===== src/hdl/sts_pkg.sv =====
`default_nettype none

package sts_pkg;

   // scan state, one-hot
   typedef enum logic [3:0] {
      SCAN_IDLE  = 4'b0001,
      SCAN_NUM   = 4'b0010,
      SCAN_SYM   = 4'b0100,
      SCAN_MINUS = 4'b1000
   } scan_state_type;

   localparam logic [3:0] KIND_OPEN  = 4'd0;
   localparam logic [3:0] KIND_CLOSE = 4'd1;
   localparam logic [3:0] KIND_OP    = 4'd2;
   localparam logic [3:0] KIND_NUM   = 4'd3;
   localparam logic [3:0] KIND_SYM   = 4'd4;
   localparam logic [3:0] KIND_DEFUN = 4'd5;
   localparam logic [3:0] KIND_IF    = 4'd6;
   localparam logic [3:0] KIND_SETQ  = 4'd7;
   localparam logic [3:0] KIND_END   = 4'd8;

   localparam logic [7:0] CH_SPACE = 8'h20;
   localparam logic [7:0] CH_TAB   = 8'h09;
   localparam logic [7:0] CH_CR    = 8'h0D;
   localparam logic [7:0] CH_LF    = 8'h0A;
   localparam logic [7:0] CH_NUL   = 8'h00;
   localparam logic [7:0] CH_OPEN  = 8'h28;
   localparam logic [7:0] CH_CLOSE = 8'h29;
   localparam logic [7:0] CH_MINUS = 8'h2D;

   localparam logic [11:0] LEN_LIMIT = 12'hFFF;
   localparam logic [11:0] POS_LIMIT = 12'hFFF;

   typedef struct packed {
      logic [3:0]  kind;
      logic [11:0] len;
      logic [7:0]  first;
      logic [11:0] start;
      logic        last;
   } token_type;

   function automatic logic is_digit(input logic [7:0] b);
      return (b >= 8'h30) && (b <= 8'h39);
   endfunction

   function automatic logic is_space(input logic [7:0] b);
      return b inside {CH_SPACE, CH_TAB, CH_CR, CH_LF, CH_NUL};
   endfunction

   function automatic logic is_op(input logic [7:0] b);
      return b inside {8'h2F, 8'h2B, 8'h2A, 8'h3D, 8'h3C, 8'h3E};
   endfunction

   // keyword letter at position idx; a low in_range forces a miss
   function automatic logic kw_hit(input logic [1:0] k, input logic [2:0] idx,
                                   input logic in_range, input logic [7:0] b);
      logic [7:0] ch;
      logic       ok;
      ch = 8'h00;
      ok = 1'b0;
      case (k)
         2'd0: begin
            ok = in_range && (idx < 3'd5);
            case (idx)
               3'd0:    ch = 8'h64; // d
               3'd1:    ch = 8'h65; // e
               3'd2:    ch = 8'h66; // f
               3'd3:    ch = 8'h75; // u
               3'd4:    ch = 8'h6E; // n
               default: ch = 8'h00;
            endcase
         end
         2'd1: begin
            ok = in_range && (idx < 3'd2);
            case (idx)
               3'd0:    ch = 8'h69; // i
               3'd1:    ch = 8'h66; // f
               default: ch = 8'h00;
            endcase
         end
         2'd2: begin
            ok = in_range && (idx < 3'd4);
            case (idx)
               3'd0:    ch = 8'h73; // s
               3'd1:    ch = 8'h65; // e
               3'd2:    ch = 8'h74; // t
               3'd3:    ch = 8'h71; // q
               default: ch = 8'h00;
            endcase
         end
         default: ok = 1'b0;
      endcase
      return ok && (ch == b);
   endfunction

endpackage

`default_nettype wire


===== src/hdl/sexpr_token_scanner_core.sv =====
// A token is written into the result queue at the clock edge that takes the byte that closes it.
// One byte per cycle while req_tready is high; a byte that closes two tokens at once needs
// two result beats, so the 4-entry result queue sets the rate then.
// req_tready is high while at most two queue entries are in use.
// Reset (synchronous, active high) empties the queue and returns the scanner
// to idle with line position zero; no clearing pass.
`default_nettype none

module sexpr_token_scanner_core
   import sts_pkg::*;
#(
   parameter int MAX_TOKEN_LEN = 4095
) (
   input  wire logic        clock,
   input  wire logic        reset,
   input  wire logic        req_tvalid,
   output logic             req_tready,
   input  wire logic [7:0]  req_tdata,   // [7:0] text_byte
   input  wire logic        req_tuser,   // [0] mode
   output logic             rsp_tvalid,
   input  wire logic        rsp_tready,
   output logic [39:0]      rsp_tdata,   // [3:0] token_kind, [15:4] token_length,
                                         // [23:16] first_char, [35:24] start_pos
   output logic             rsp_tlast    // last
);

   localparam int LW = $clog2(MAX_TOKEN_LEN + 1);
   localparam int EW = (LW > 12) ? LW : 12;

   scan_state_type   state_ff, state_in;
   logic [LW-1:0]    run_len_ff, run_len_in;
   logic [11:0]      run_start_ff, run_start_in;
   logic [11:0]      line_pos_ff, line_pos_in;
   logic [2:0]       alive_ff, alive_in;
   logic [7:0]       run_first_ff, run_first_in;

   token_type        queue_ff [4];
   logic [1:0]       wptr_ff, rptr_ff;
   logic [2:0]       count_ff;

   logic             accept, pop;
   logic [7:0]       b;
   logic [EW-1:0]    len_ext;
   logic [11:0]      rep_len;
   logic [LW-1:0]    len_inc;
   logic [3:0]       flush_kind;
   token_type        flush_tok;
   token_type        e0, e1, slot_a;
   logic             e0_v, e1_v, fresh;
   logic [2:0]       alive_cont, alive_new;
   logic [1:0]       n_push;

   assign accept = req_tvalid && req_tready;
   assign pop    = rsp_tvalid && rsp_tready;
   assign b      = req_tdata;

   assign len_ext = EW'(run_len_ff);
   assign rep_len = (len_ext > EW'(LEN_LIMIT)) ? LEN_LIMIT : len_ext[11:0];
   assign len_inc = (run_len_ff >= LW'(MAX_TOKEN_LEN)) ? run_len_ff : run_len_ff + 1'b1;

   // keyword tracking: position is the current run length
   always_comb begin
      for (int k = 0; k < 3; k++) begin
         alive_cont[k] = alive_ff[k] &&
                         kw_hit(2'(k), len_ext[2:0], len_ext < EW'(5), b);
         alive_new[k]  = kw_hit(2'(k), 3'd0, 1'b1, b);
      end
   end

   always_comb begin
      flush_kind = KIND_NUM;
      if (state_ff == SCAN_SYM) begin
         if (alive_ff[0] && len_ext == EW'(5))
            flush_kind = KIND_DEFUN;
         else if (alive_ff[1] && len_ext == EW'(2))
            flush_kind = KIND_IF;
         else if (alive_ff[2] && len_ext == EW'(4))
            flush_kind = KIND_SETQ;
         else
            flush_kind = KIND_SYM;
      end
      flush_tok = '{kind: flush_kind, len: rep_len, first: run_first_ff,
                    start: run_start_ff, last: 1'b0};
   end

   always_comb begin
      state_in     = state_ff;
      run_len_in   = run_len_ff;
      run_start_in = run_start_ff;
      line_pos_in  = line_pos_ff;
      alive_in     = alive_ff;
      run_first_in = run_first_ff;
      e0_v  = 1'b0;
      e1_v  = 1'b0;
      e0    = flush_tok;
      e1    = '{kind: KIND_END, len: 12'd0, first: 8'd0, start: line_pos_ff, last: 1'b0};
      fresh = 1'b1;
      if (req_tuser) begin
         e0_v         = (state_ff != SCAN_IDLE);
         e1_v         = 1'b1;
         state_in     = SCAN_IDLE;
         run_len_in   = '0;
         run_start_in = '0;
         line_pos_in  = '0;
         alive_in     = 3'b111;
         run_first_in = '0;
      end else begin
         case (state_ff)
            SCAN_MINUS: begin
               if (b == CH_SPACE) begin
                  e0_v     = 1'b1;
                  e0       = '{kind: KIND_OP, len: 12'd1, first: run_first_ff,
                               start: run_start_ff, last: 1'b0};
                  state_in = SCAN_IDLE;
                  fresh    = 1'b0;
               end else if (is_digit(b)) begin
                  state_in   = SCAN_NUM;
                  run_len_in = len_inc;
                  fresh      = 1'b0;
               end else begin
                  e0_v     = 1'b1;
                  state_in = SCAN_IDLE;
               end
            end
            SCAN_NUM: begin
               if (is_digit(b)) begin
                  run_len_in = len_inc;
                  fresh      = 1'b0;
               end else begin
                  e0_v     = 1'b1;
                  state_in = SCAN_IDLE;
               end
            end
            SCAN_SYM: begin
               if (!is_space(b) && b != CH_OPEN && b != CH_CLOSE) begin
                  alive_in   = alive_cont;
                  run_len_in = len_inc;
                  fresh      = 1'b0;
               end else begin
                  e0_v     = 1'b1;
                  state_in = SCAN_IDLE;
               end
            end
            default: ;
         endcase

         if (fresh && !is_space(b)) begin
            e1 = '{kind: KIND_OP, len: 12'd1, first: b, start: line_pos_ff, last: 1'b0};
            if (b == CH_OPEN) begin
               e1_v    = 1'b1;
               e1.kind = KIND_OPEN;
            end else if (b == CH_CLOSE) begin
               e1_v    = 1'b1;
               e1.kind = KIND_CLOSE;
            end else if (is_op(b)) begin
               e1_v = 1'b1;
            end else begin
               run_len_in   = LW'(1);
               run_start_in = line_pos_ff;
               run_first_in = b;
               alive_in     = 3'b111;
               if (b == CH_MINUS) begin
                  state_in = SCAN_MINUS;
               end else if (is_digit(b)) begin
                  state_in = SCAN_NUM;
               end else begin
                  state_in = SCAN_SYM;
                  alive_in = alive_new;
               end
            end
         end

         line_pos_in = (b == CH_LF) ? 12'd0 :
                       (line_pos_ff == POS_LIMIT) ? POS_LIMIT : line_pos_ff + 12'd1;
      end

      if (e1_v)
         e1.last = 1'b1;
      else
         e0.last = 1'b1;
   end

   assign slot_a = e0_v ? e0 : e1;
   assign n_push = accept ? (2'(e0_v) + 2'(e1_v)) : 2'd0;

   always_ff @(posedge clock) begin
      if (reset) begin
         state_ff     <= SCAN_IDLE;
         run_len_ff   <= '0;
         run_start_ff <= '0;
         line_pos_ff  <= '0;
         alive_ff     <= 3'b111;
         run_first_ff <= '0;
         wptr_ff      <= '0;
         rptr_ff      <= '0;
         count_ff     <= '0;
      end else begin
         if (accept) begin
            state_ff     <= state_in;
            run_len_ff   <= run_len_in;
            run_start_ff <= run_start_in;
            line_pos_ff  <= line_pos_in;
            alive_ff     <= alive_in;
            run_first_ff <= run_first_in;
         end
         wptr_ff  <= wptr_ff + n_push;
         rptr_ff  <= rptr_ff + 2'(pop);
         count_ff <= count_ff + 3'(n_push) - 3'(pop);
      end
   end

   // result queue payload
   always_ff @(posedge clock) begin
      if (n_push != 2'd0)
         queue_ff[wptr_ff] <= slot_a;
      if (n_push == 2'd2)
         queue_ff[wptr_ff + 2'd1] <= e1;
   end

   assign req_tready = (count_ff <= 3'd2);
   assign rsp_tvalid = (count_ff != 3'd0);
   assign rsp_tdata  = {4'b0000, queue_ff[rptr_ff].start, queue_ff[rptr_ff].first,
                        queue_ff[rptr_ff].len, queue_ff[rptr_ff].kind};
   assign rsp_tlast  = queue_ff[rptr_ff].last;

   a_queue_bound: assert property (@(posedge clock) disable iff (reset)
      count_ff <= 3'd4)
      else $error("result queue overflow");

   a_end_resets: assert property (@(posedge clock) disable iff (reset)
      accept && req_tuser |=> state_ff == SCAN_IDLE && line_pos_ff == 12'd0)
      else $error("end of input did not clear scanner");

   a_open_run_len: assert property (@(posedge clock) disable iff (reset)
      state_ff != SCAN_IDLE |-> run_len_ff != '0)
      else $error("open run with zero length");

   a_minus_pending: assert property (@(posedge clock) disable iff (reset)
      state_ff == SCAN_MINUS |-> run_len_ff == LW'(1) && run_first_ff == CH_MINUS)
      else $error("pending minus state inconsistent");

endmodule

`default_nettype wire


===== config.mk =====
export PLATFORM = sky130hd
export DESIGN_NAME = sexpr_token_scanner_core
export DESIGN_NICKNAME = d
export VERILOG_FILES = /design/src/hdl/sts_pkg.sv /design/src/hdl/sexpr_token_scanner_core.sv
export SDC_FILE = /design/constraint.sdc
export NUM_CORES = 1
export LEC_CHECK = 0
export BUFFER_PORTS_ARGS = -buffer_cell sky130_fd_sc_hd__clkbuf_2
export CORE_ASPECT_RATIO = 0.9
export CORE_MARGIN = 3
export CORE_UTILIZATION = 47
export CTS_BUF_LIST = sky130_fd_sc_hd__clkbuf_4 sky130_fd_sc_hd__clkbuf_8
export CTS_CLUSTER_SIZE = 28
export DETAILED_ROUTE_END_ITERATION = 8
export SLEW_MARGIN = 20
export SYNTH_ARGS = -nofsm -noshare
export SYNTH_HDL_FRONTEND = slang
export SYNTH_SLANG_ARGS = --single-unit
export TNS_END_PERCENT = 50

===== constraint.sdc =====
create_clock -name clock -period 4.7 [get_ports clock]
set_input_delay 0.47 -clock clock [delete_from_list [all_inputs] [get_ports clock]]
set_output_delay 0.47 -clock clock [all_outputs]
set_load 0.1 [all_outputs]

# After elaboration in Yosys (flattened, before gate mapping)
# Memory sizes are Yosys's and may differ from the RTL's. A register that Yosys moved wholly into a read port is not among the register bits.
# Cells that the tools add are included.
[op_classes]
mux = 81
addsub = 8
n_shift = 0
bitwise = 0
order_cmp = 9
n_div = 0
n_mul = 0
n_eq_ne = 37
n_reduce_logical = 27
[ops]
columns = ["op", "n"]
rows = [
  ["37-bit 2-to-1 mux", 6],
  ["12-bit 2-to-1 mux", 18],
  ["8-bit by 6-bit == test with 1-bit output (second input constant)", 10],
  ["8-bit 2-to-1 mux", 5],
  ["12-bit one-hot mux with 3 select lines", 1],
  ["7-bit one-hot mux with 5 select lines", 1],
  ["3-bit 2-to-1 mux", 11],
  ["4-bit 2-to-1 mux", 8],
  ["7-bit one-hot mux with 4 select lines", 1],
  ["12-bit by 1-bit adder with 12-bit output (second input constant)", 2],
  ["12-bit by 3-bit == test with 1-bit output (second input constant)", 2],
  ["7-bit by 8-bit == test with 1-bit output (first input constant)", 3],
  ["8-bit by 4-bit == test with 1-bit output (second input constant)", 3],
  ["8-bit == test", 3],
  ["1-bit logical AND", 18],
  ["2-bit 2-to-1 mux", 9],
  ["1-bit 2-to-1 mux", 17],
  ["8-bit by 6-bit inequality test with 1-bit output (second input constant)", 2],
  ["7-bit one-hot mux with 2 select lines", 1],
  ["12-bit == test (second input constant)", 1],
  ["12-bit by 2-bit == test with 1-bit output (second input constant)", 1],
  ["12-bit >= comparator (second input constant)", 1],
  ["12-bit greater-than comparator (second input constant)", 1],
  ["12-bit by 3-bit less-than comparator with 1-bit output (second input constant)", 1],
  ["30 further kinds", 36],
]
[totals]
n_memories = 1
out_inout_bits = 43
wordCells = 172
input_bits = 13
latchBits = 0
romBits = 0
ramBits = 148
regBits = 58
[memory_table]
columns = ["memory", "depth", "word_bits", "read_ports", "rd_ports_with_merged_regs", "write_ports", "line", "source"]
rows = [
  ["queue_ff", 4, 37, 1, 1, 2, "sexpr_token_scanner_core.sv:37", "token_type queue_ff [4];"],
]

# Longest topological paths before layout
[depth]
word_depth = 16
ltp_mapped = 16
mapped_depth_nobuf = 14

# Worst setup path before layout
# OpenSTA, ideal clock, no wires.
[synth_path]
path_kind = "input to register"
from = "in req_tdata[1]"
to = "mem queue_ff[1][34] (netlist name), data pin"
path_slack_ps = 536
required_ps = 4545
path_buffers = 2
cell_stages = 14
arrival_time_ps = 4009
setup_time_ps = 155
path_cell_list = "buf_2 > nor4_1 > a21oi_1 > o211a_1 > o31ai_1 > o21ai_1 > ha_1 > nor2b_1 > a21oi_1 > or3_1 > clkbuf_1 > inv_1 > nand2_1 > o22ai_1"
[synth_lines]
columns = ["element", "line", "source"]
rows = [
  ["start, declared", "sexpr_token_scanner_core.sv:18", "input wire logic [7:0] req_tdata,"],
  ["end, declared", "sexpr_token_scanner_core.sv:37", ""],
]

==> summary.md <==
| Metric | Value |
|---|---|
| Deepest clock path buffer count | `3` |
| Via count | `8257` |
| Max Slew Vio Count | `0` |
| Register area share after synthesis | `0.495` |
| CP max-delay cell | `nor2_1` |
| Worst hold endpoint | `len_ext[6]` |
| Worst clock skew | `around 0.025 ns` |
| Initial antenna violation count | `0` |
| Mapped Area | `~10000 um^2` |
| Root Buffer | `clkbuf_8` |
| Most Frequent Cell on Critical Path | `nor2_1` |
| Area leader, netlist | `edfxtp_1` |
| Global-route wire length before repair | `46400 um` |
| Starting Density | `0.488` |
| Top-area cell type share of the netlist area | `0.290` |
| Avg Cell Area, Syn | `10.8 um^2` |
| Input/output buffers | `51` |
| Ports | `56` |
| Final Instance Area | `11600 um^2` |
| PwrDens | `481 nW/um^2` |
| Hold path start | `reset` |
| Synth unique cells | `78` |
| Total CTS buffers | `36` |
| Via density | `between 6 and 7` |
| Clock slew at reported path FFs | `0.07 ns` |
| Startpoint types | `flip-flop` |
| Core area | `21200 um^2` |
| Worst hold path type | `in2reg` |
| Worst-path fanout max | `12` |
| Post_cts resized | `0` |
| TritonCTS clock tree | `yes` |
| RSZ-0062 raised after global routing | `no` |
| DRC Markers | `0` |
| Reg area | `5130 um^2` |
| #FFs+latches synth | `206` |
| Gr ovfl total | `0` |
| CP endpoint kind | `flip-flop` |
| CP cell instances | `nor2_1 > nand3b_1 > a2111oi_2 > buf_4 > o31ai_2 > inv_2 > ha_1 > nor2b_1 > nand2_1 > o21ai_0 > a21oi_1 > nor2_1 > a22o_1` |
| H-tree levels | `2` |
| Largest net degree at the start of global routing | `44` |
| Pleak | `about 4.2 nW` |
| Fill count | `1883` |
| Top_reg_cell synth | `dfxtp_1` |
| Final Hold Fails | `0` |
| NumNets Final | `between 1000 and 1500` |
| # rows | `50` |
| Endpoints failing setup | `0` |
| Vias in the first global route | `slightly below 8000` |
| Final core occ | `0.548` |
| Ys Warns | `0` |
| Crit path time final | `4.31 ns` |
| First-iteration detailed-routing DRC count | `approximately 800` |
| Placed cell areas | `10900 um^2` |
| Worst r2r path cells | `13` |
| HPWL Detailed | `19500 um` |
| Worst-Skew Late Latency | `0.53 ns` |
| Tot GR Track Use | `0.250` |
| WS Path Type | `reg2reg` |
| Asr flop ratio synth | `0` |
| Post-synth EDFFs | `100` |
| Cell with the most instances after synthesis | `a22o_1` |
| Period utilization | `0.916` |
| Top cells by count, synth | `108 x a22o_1, 106 x dfxtp_1, 100 x edfxtp_1, 74 x nor2_1, 70 x clkbuf_1` |
| RR Endpoint | `queue_ff[2][11]` |
| Final wirelength | `29700 um` |
| Post-CTS Setup Bufs | `0` |
| Max_slew headroom | `0.209` |
| Clk sinks | `206` |
| Fraction of layout cells with a size suffix above 1 | `0.206` |
| Inserted Diodes | `0` |
| Setup TNS | `0 ns` |
| IR drop worst, VDD | `between 400 and 500 uV` |
| Slew @ Worst Pin | `~1.2 ns` |
| Required time worst endpoint | `between 5 and 6 ns` |
| Worst r2r src | `state_ff[1]` |
| DIE AREA | `23800 um^2` |
| Routability cong. | `0.923` |
| Drt first pass iters | `7` |
| Worst stage delay on the critical path | `0.92 ns` |
| WP data arrival | `4.70 ns` |
| R2R Setup Slk | `slightly below 0.4 ns` |
| Worst Hold Depth | `2` |
| Multi-input combinational cell area | `4700 um^2` |
| Hold_buf cts | `0` |
| Die X | `approximately 160 um` |
| Max cap viols | `0` |
| Antenna viol nets, final | `0` |
| Fmax | `232 MHz` |
| Cells after synthesis | `954` |
| Synth area leaders | `edfxtp_1 29%, dfxtp_1 21%, a22o_1 9.1%` |
| Die Ht | `147 um` |
| Wirelength per Cell | `about 23 um` |
| Outcome | `completed` |
| Critical path origin | `state_ff[1]` |
| Area Growth Syn to Fin | `12.3%` |
cell usage in the layout, fill, tap and decap left out, drive strengths merged, types with 4 or more instances in the layout:
| cell type | instances |
|---|---|
| nand3 | 23 |
| nand4 | 7 |
| dfxtp | 106 |
| a32o | 12 |
| nor3 | 25 |
| nor2b | 8 |
| nand2b | 11 |
| nor2 | 74 |
| or3 | 6 |
| o31ai | 9 |
| and3 | 15 |
| mux4 | 37 |
| clkbuf | 105 |
| ha | 13 |
| clkinv | 9 |
| o22ai | 12 |
| xnor2 | 9 |
| and2 | 6 |
| inv | 29 |
| a22o | 108 |
| conb | 4 |
| a31oi | 6 |
| o21ai | 49 |
| nor4 | 7 |
| a2111oi | 4 |
| a22oi | 26 |
| edfxtp | 100 |
| nand2 | 43 |
| a21oi | 44 |
| a211oi | 7 |
| buf | 43 |
power breakdown:
part           switching, W  internal (W)  total [W]  leakage, nW
Combinational       0.00134      0.000429    0.00177         1.99
Clock              0.000737      0.000964    0.00170        0.395
Sequential         0.000130       0.00199    0.00212         1.77
flip-flops by register name, summed over array words and instances (netlist names):
name,flops
alive_ff,3
count_ff,3
len_ext,12
line_pos_ff,12
queue_ff,148
rptr_ff,2
run_first_ff,8
run_start_ff,12
state_ff,4
wptr_ff,2
cells by family after synthesis:
kind of cell	count (synthesis)	share of synthesized area
compound gates	311	0.226
simple gates	243	0.119
mux	38	0.0815
fa+ha+maj	14	0.0177
xor+xnor	11	0.00931
flops	206	0.495
other cells	1	0.000362
buf+inv	130	0.0510
layer usage:
metal,vias to the layer above,track usage,routed length [um]
li1,3746,-,-
met1,4070,0.389,13900
met2,390,0.354,12600
met3,51,0.0516,2680
met4,0,0.0631,531
met5,-,0,0
critical path: cells and delay by family, from the launching register on:
family	cells	cell delay [ns]
DFF	1	0.53
buffers and inverters	2	0.37
and+or+nand+nor	5	1.71
AOI/OAI and AO/OA	5	1.10
adders and majority gates	1	0.42
metrics by stage:
stage	hold slack [ns]	total power [W]	worst slack [ns]	cells
floorplan	0.420	0.00355	0.536	957
global placement	0.433	0.00392	0.340	1235
detailed placement	0.445	0.00392	0.201	1235
CTS	0.319	0.00562	0.500	1300
global route	0.372	0.00581	0.120	1300
finish	0.343	0.00559	0.394	1300
cell type report:
type / instances / area share
well taps: 286 / 0.0308
multi-input cells: 621 / 0.405
inverters: 28 / 0.00905
clock inverters: 11 / 0.00646
clock buffers: 54 / 0.0575
flip-flops and latches: 206 / 0.441
repair buffers: 94 / 0.0498
worst max path at each step:
stage / end / slack, ns / depth (start not counted)
after global routing: queue_ff[2][9] / 0.12 / 13
after global placement: queue_ff[2][8] / 0.34 / 14
final: queue_ff[2][11] / 0.39 / 13
after floorplan: queue_ff[1][34] / 0.54 / 14
after detailed placement: queue_ff[2][3] / 0.20 / 14
after CTS: queue_ff[2][11] / 0.50 / 13
(Power assumes the default switching activity.)
